File: config.mk
export PLATFORM = sky130hd
export DESIGN_NAME = kli_div_pipe
export DESIGN_NICKNAME = d
export VERILOG_FILES = /design/src/hdl/kli_pkg.sv /design/src/hdl/kli_div_pipe.sv
export SDC_FILE = /design/constraint.sdc
export NUM_CORES = 2
export LEC_CHECK = 0
export BUFFER_PORTS_ARGS = -buffer_cell sky130_fd_sc_hd__buf_2
export CORE_MARGIN = 1.5
export CORE_UTILIZATION = 45
export DETAILED_ROUTE_END_ITERATION = 10
export HOLD_SLACK_MARGIN = 0.03
export SYNTH_ARGS = -nofsm -noshare
export SYNTH_HDL_FRONTEND = slang
export SYNTH_SLANG_ARGS = --single-unit
export TNS_END_PERCENT = 100
File: constraint.sdc
create_clock -name clk -period 3.9 [get_ports clk]
set_input_delay 0.195 -clock clk [delete_from_list [all_inputs] [get_ports clk]]
set_output_delay 0.195 -clock clk [all_outputs]
set_load 0.05 [all_outputs]
File: src/hdl/kli_pkg.sv
// ----------------------------------------------------------------------------
// kli_pkg
// Shared types, constants and helpers of the keyframe linear interpolator.
// ----------------------------------------------------------------------------
package kli_pkg;

  localparam int unsigned DATA_W            = 16;
  localparam int unsigned KF_W              = 3 * DATA_W;
  localparam int unsigned KF_REGS           = 8;
  localparam int unsigned KF_IDX_W          = $clog2(KF_REGS);
  localparam int unsigned NUM_KEYFRAMES_DEF = 8;
  localparam int unsigned PROD_W            = 2 * DATA_W;
  // one quotient bit per divider stage
  localparam int unsigned DIV_STAGES        = DATA_W;

  typedef logic [DATA_W-1:0] data_t;
  typedef logic [KF_W-1:0]   kf_t;
  typedef logic [PROD_W-1:0] prod_t;

  // values that ride alongside the divider
  typedef struct packed {
    data_t base_t;
    data_t base_b;
    logic  neg_t;
    logic  neg_b;
  } side_t;

  function automatic data_t kf_pos(input kf_t k);
    return k[KF_W-1 -: DATA_W];
  endfunction

  function automatic data_t kf_temp(input kf_t k);
    return k[2*DATA_W-1 -: DATA_W];
  endfunction

  function automatic data_t kf_bri(input kf_t k);
    return k[DATA_W-1:0];
  endfunction

  // one restoring division step: upper half holds the remainder, a quotient
  // bit shifts in at the bottom
  function automatic prod_t div_step(input prod_t acc, input data_t den);
    logic [DATA_W:0] trial;
    logic [DATA_W:0] diff;
    trial = acc[PROD_W-1 -: DATA_W+1];
    diff  = trial - {1'b0, den};
    if (trial >= {1'b0, den}) begin
      return {diff[DATA_W-1:0], acc[DATA_W-2:0], 1'b1};
    end else begin
      return {trial[DATA_W-1:0], acc[DATA_W-2:0], 1'b0};
    end
  endfunction

endpackage

File: src/hdl/kli_div_pipe.sv
// ----------------------------------------------------------------------------
// kli_div_pipe
// Pipelined restoring divider, two lanes sharing one divisor, one quotient
// bit per stage. The numerator must stay below divisor << DATA_W.
// ----------------------------------------------------------------------------
module kli_div_pipe (
  input  logic                  clk,
  input  logic                  rst_n,
  input  logic                  in_vld,
  input  kli_pkg::prod_t        in_num_t,
  input  kli_pkg::prod_t        in_num_b,
  input  kli_pkg::data_t        in_den,
  input  kli_pkg::side_t        in_side,
  output logic                  out_vld,
  output kli_pkg::data_t        out_quo_t,
  output kli_pkg::data_t        out_quo_b,
  output kli_pkg::side_t        out_side
);

  localparam int unsigned NS = kli_pkg::DIV_STAGES;

  logic                 vld_r    [NS];
  kli_pkg::prod_t       acc_t_r  [NS];
  kli_pkg::prod_t       acc_b_r  [NS];
  kli_pkg::data_t       den_r    [NS];
  kli_pkg::side_t       side_r   [NS];

  logic                 vld_nxt  [NS];
  kli_pkg::prod_t       acc_t_nxt[NS];
  kli_pkg::prod_t       acc_b_nxt[NS];
  kli_pkg::data_t       den_nxt  [NS];
  kli_pkg::side_t       side_nxt [NS];

  always_comb begin
    vld_nxt[0]   = in_vld;
    acc_t_nxt[0] = kli_pkg::div_step(in_num_t, in_den);
    acc_b_nxt[0] = kli_pkg::div_step(in_num_b, in_den);
    den_nxt[0]   = in_den;
    side_nxt[0]  = in_side;
    for (int k = 1; k < NS; k++) begin
      vld_nxt[k]   = vld_r[k-1];
      acc_t_nxt[k] = kli_pkg::div_step(acc_t_r[k-1], den_r[k-1]);
      acc_b_nxt[k] = kli_pkg::div_step(acc_b_r[k-1], den_r[k-1]);
      den_nxt[k]   = den_r[k-1];
      side_nxt[k]  = side_r[k-1];
    end
  end

  always_ff @(posedge clk) begin
    for (int k = 0; k < NS; k++) begin
      acc_t_r[k] <= acc_t_nxt[k];
      acc_b_r[k] <= acc_b_nxt[k];
      den_r[k]   <= den_nxt[k];
      side_r[k]  <= side_nxt[k];
    end
  end

  always_ff @(posedge clk) begin
    if (!rst_n) begin
      for (int k = 0; k < NS; k++) begin
        vld_r[k] <= 1'b0;
      end
    end else begin
      for (int k = 0; k < NS; k++) begin
        vld_r[k] <= vld_nxt[k];
      end
    end
  end

  assign out_vld   = vld_r[NS-1];
  assign out_quo_t = acc_t_r[NS-1][kli_pkg::DATA_W-1:0];
  assign out_quo_b = acc_b_r[NS-1][kli_pkg::DATA_W-1:0];
  assign out_side  = side_r[NS-1];

  // quotient must fit the lane width
  a_num_headroom_t: assert property (@(posedge clk) disable iff (!rst_n)
    in_vld |-> (in_num_t[kli_pkg::PROD_W-1 -: kli_pkg::DATA_W] < in_den))
    else $error("divider lane t numerator overflows quotient width");

  a_num_headroom_b: assert property (@(posedge clk) disable iff (!rst_n)
    in_vld |-> (in_num_b[kli_pkg::PROD_W-1 -: kli_pkg::DATA_W] < in_den))
    else $error("divider lane b numerator overflows quotient width");

  a_den_nonzero: assert property (@(posedge clk) disable iff (!rst_n)
    in_vld |-> (in_den != '0))
    else $error("divider fed a zero divisor");

endmodule
==> impl_metrics.py <==
metrics = {
    "synthesis": {
        "synth-edff-count": 0,
        "syn_area_mm2": 0.0638,
        "synth_cell_type_count": 78,
        "syn_inst": 5781,
        "ys_ff_latch": 1792,
        "yosysWarnings": 0,
        "syn_avg_cell_area_um2": 11.0,
        "synth_nets": 6440,
        "synthFlopType": "dfxtp_1",
        "ys_seq_area_share_pct": 56.3,
        "synthArstFlopShare_pct": 0,
    },
    "sta": {
        "final_hold_viol_count": 0,
        "slew_headroom_pct": 24.4,
        "tightest_slew_ns": 1.13,
        "tns_ns": 0,
        "setup_viol_count_final": 0,
        "hold_ws_ns": 0.0993,
        "period_share_pct": 96.7,
        "min_period_ns": 3.77,
        "grt_setup_unrepaired": "false",
        "clock.fmax_mhz": 265,
        "finalMaxSlewViolations": 0,
        "skew_ns": 0.0403,
    },
    "min_path": {
        "min_to": "acc_t_r[0][14]",
        "hp-start": "in_num_t[13]",
        "hold_class": "in2reg",
        "min_path_cells": 2,
    },
    "global_route": {
        "grt_pass1_wl_mm": 217,
        "grt.total_usage_pct": 19.3,
        "gr-usage-met1_pct": 26.6,
        "grt.overflow.total": 0,
        "grt_pass1_vias": 40096,
        "busiest_layer": "met2",
        "antenna_found_initial": 6,
        "gr-usage-met3_pct": 3.40,
        "grt_max_degree": 32,
        "grt_use_met2_pct": 30.2,
    },
    "detailed_routing": {
        "route.detailed.drc": 0,
        "via_count": 41269,
        "ant_nets": 0,
        "first_pass_iters": 6,
        "dr.first_iter.drc_count": 2196,
        "avgRoutedWirePerCell_um": 16.8,
        "drt-total-wl_mm": 140,
        "viasPerCell": 4.96,
    },
    "worst_setup_path": {
        "cp_top_family": "buffers and inverters",
        "end_kind": "flip-flop",
        "cp-startpoint": "in_den[1]",
        "critical_path_class": "in2reg",
        "startpoint_type": "input pin",
        "path_cells": "dlygate4sd3_1 > buf_2 > inv_1 > ha_1 > nor2b_1 > o31a_1 > o41a_1 > o221ai_2 > o21ai_1 > o2111a_1 > a2111oi_4 > buf_6 > nand2_1 > dlygate4sd3_1 > o21ai_0 > dlygate4sd3_1",
        "crit_top_cell": "dlygate4sd3_1",
        "r2r_cells": 11,
        "worst_ep_required_time_ns": 4.65,
        "worstPathArrival_ns": 4.52,
        "r2r_slack_ns": 0.29,
        "r2r_end": "acc_t_r[1][94]",
        "max_stage_delay_ns": 0.57,
        "crit_buf_inv": 6,
        "r2r-start": "den_r[1][17]",
        "slowest_stage": "dlygate4sd3_1",
        "crit_fanout": 13,
    },
    "final_layout": {
        "stdcell_area_mm2": 0.0756,
        "layout.nets": 6956,
        "drive_above_1_share_pct": 12.6,
        "layout.cells.non_filler": 8328,
        "area_delta_synth_final_pct": 18.6,
    },
    "outcome": {
        "status": "finished clean",
    },
    "power_and_ir_drop": {
        "p_leak_nw": 33.7,
        "power_density_mw_per_mm2": 931,
        "peakVddDrop_mv": 0.519,
        "total_power_mw": 70.4,
    },
    "placed_design": {
        "dp_cells": 7770,
        "placed_area_mm2": 0.0669,
        "globalplace.congestion": 0.902,
        "port_buffers": 183,
        "hpwl_mm": 106,
    },
    "clocking": {
        "insertion_delay_ns": 0.81,
        "clkSinkCount": 1792,
        "cts.clk_slew.worst_paths_ns": 0.07,
        "cts_root_buf": "clkbuf_16",
        "htree_levels": 4,
        "clockBufferDepth": 3,
        "cts_buffers": 179,
        "cts_tree": "done",
    },
    "floorplan": {
        "ios": 184,
        "rows": 137,
        "die_w_um": 379,
        "start_util_pct": 45.5,
        "core-area_mm2": 0.140,
        "dieArea_mm2": 0.144,
        "die-height_um": 379,
    },
    "job": {
        "drv_cap": 0,
    },
}
[metal layers]
layer,vias to the layer above,wire length [um]
met2,902,60800
met1,19154,67800
li1,20964,-
met3,247,6810
met4,2,4290
met5,-,12
[area by class of cell]
cell class                 instances  area (um^2)
timing repair buffer             444         3420
fill                           12238        64400
inverter                         387         1450
sequential                      1792        35900
clock inverter                    92         1410
clock buffer                     242         5080
tap                             1876         2350
multi-input combinational       3493        26100
antenna                            2         5.00
[worst max path at each step]
stage                       to  slack [ns]  cells after the start
3_5_place_dp   acc_t_r[0][242]        0.39                     12
3_3_place_gp    acc_t_r[1][82]        0.36                     11
6_report        acc_b_r[0][27]        0.13                     16
4_1_cts         acc_b_r[0][18]        0.05                     16
2_1_floorplan  acc_t_r[1][120]        0.63                     12
5_1_grt         acc_t_r[0][30]       0.007                     12
[what timing repair did]
action                                 CTS  global route
endpoints found under the hold margin  129             0
setup endpoints to repair                0            21
hold buffers                           218             0
resized for setup                        0             3
setup buffers                            0             3
[stage by stage]
stage / setup WS [ns] / utilization [%]
2_1_floorplan: 0.628 / -
3_3_place_gp: 0.359 / 47.8
3_5_place_dp: 0.389 / 47.8
4_1_cts: 0.0489 / 54.0
5_1_grt: 0.00732 / 54.0
6_report: 0.130 / 54.0
[logic make-up after synthesis]
logic type | count (synthesis) | share of synthesized area (%)
compound gates | 1158 | 11.2
xor+xnor | 370 | 5.08
fa+ha+maj | 542 | 11.0
buf+inv | 496 | 3.18
flops | 1792 | 56.3
mux | 256 | 4.48
simple gates | 1167 | 8.79
[cells in the final DEF, fill, tap and decap left out, types with 69 or more instances in the layout]
cell,count
a21o_1,113
a21oi_1,341
buf_2,184
clkbuf_16,179
dfxtp_1,1792
dlygate4sd3_1,218
ha_1,512
inv_1,387
mux2_2,215
nand2_1,334
nand2b_1,85
nand4_1,76
nor2_1,312
nor2b_1,76
nor3_1,69
o21ai_0,343
xnor2_1,209
xor2_1,161
[where the power goes]
group / internal (mW) / switching (mW)
Sequential: 23.1 / 2.73
Combinational: 12.2 / 14.3
Clock: 10.7 / 7.34
[flip-flops by register name (all words and copies together), names as in the netlist]
signal	count
side_r	544
acc_b_r	496
acc_t_r	496
den_r	240
vld_r	16
[Yosys cell counts (56+ instances only)]
cell | n | share of area, %
a21o_1 | 113 | 1.3
a21oi_1 | 343 | 2.7
clkbuf_1 | 56 | 0.33
dfxtp_1 | 1792 | 56
ha_1 | 512 | 10
inv_1 | 387 | 2.3
mux2_2 | 215 | 3.8
nand2_1 | 334 | 2.0
nand2b_1 | 85 | 0.83
nand3_1 | 64 | 0.50
nand4_1 | 76 | 0.75
nor2_1 | 312 | 1.8
nor2b_1 | 76 | 0.75
nor3_1 | 69 | 0.54
o21a_1 | 62 | 0.73
o21ai_0 | 343 | 2.7
xnor2_1 | 209 | 2.9
xor2_1 | 161 | 2.2
Power figures use the tool's default switching activity.
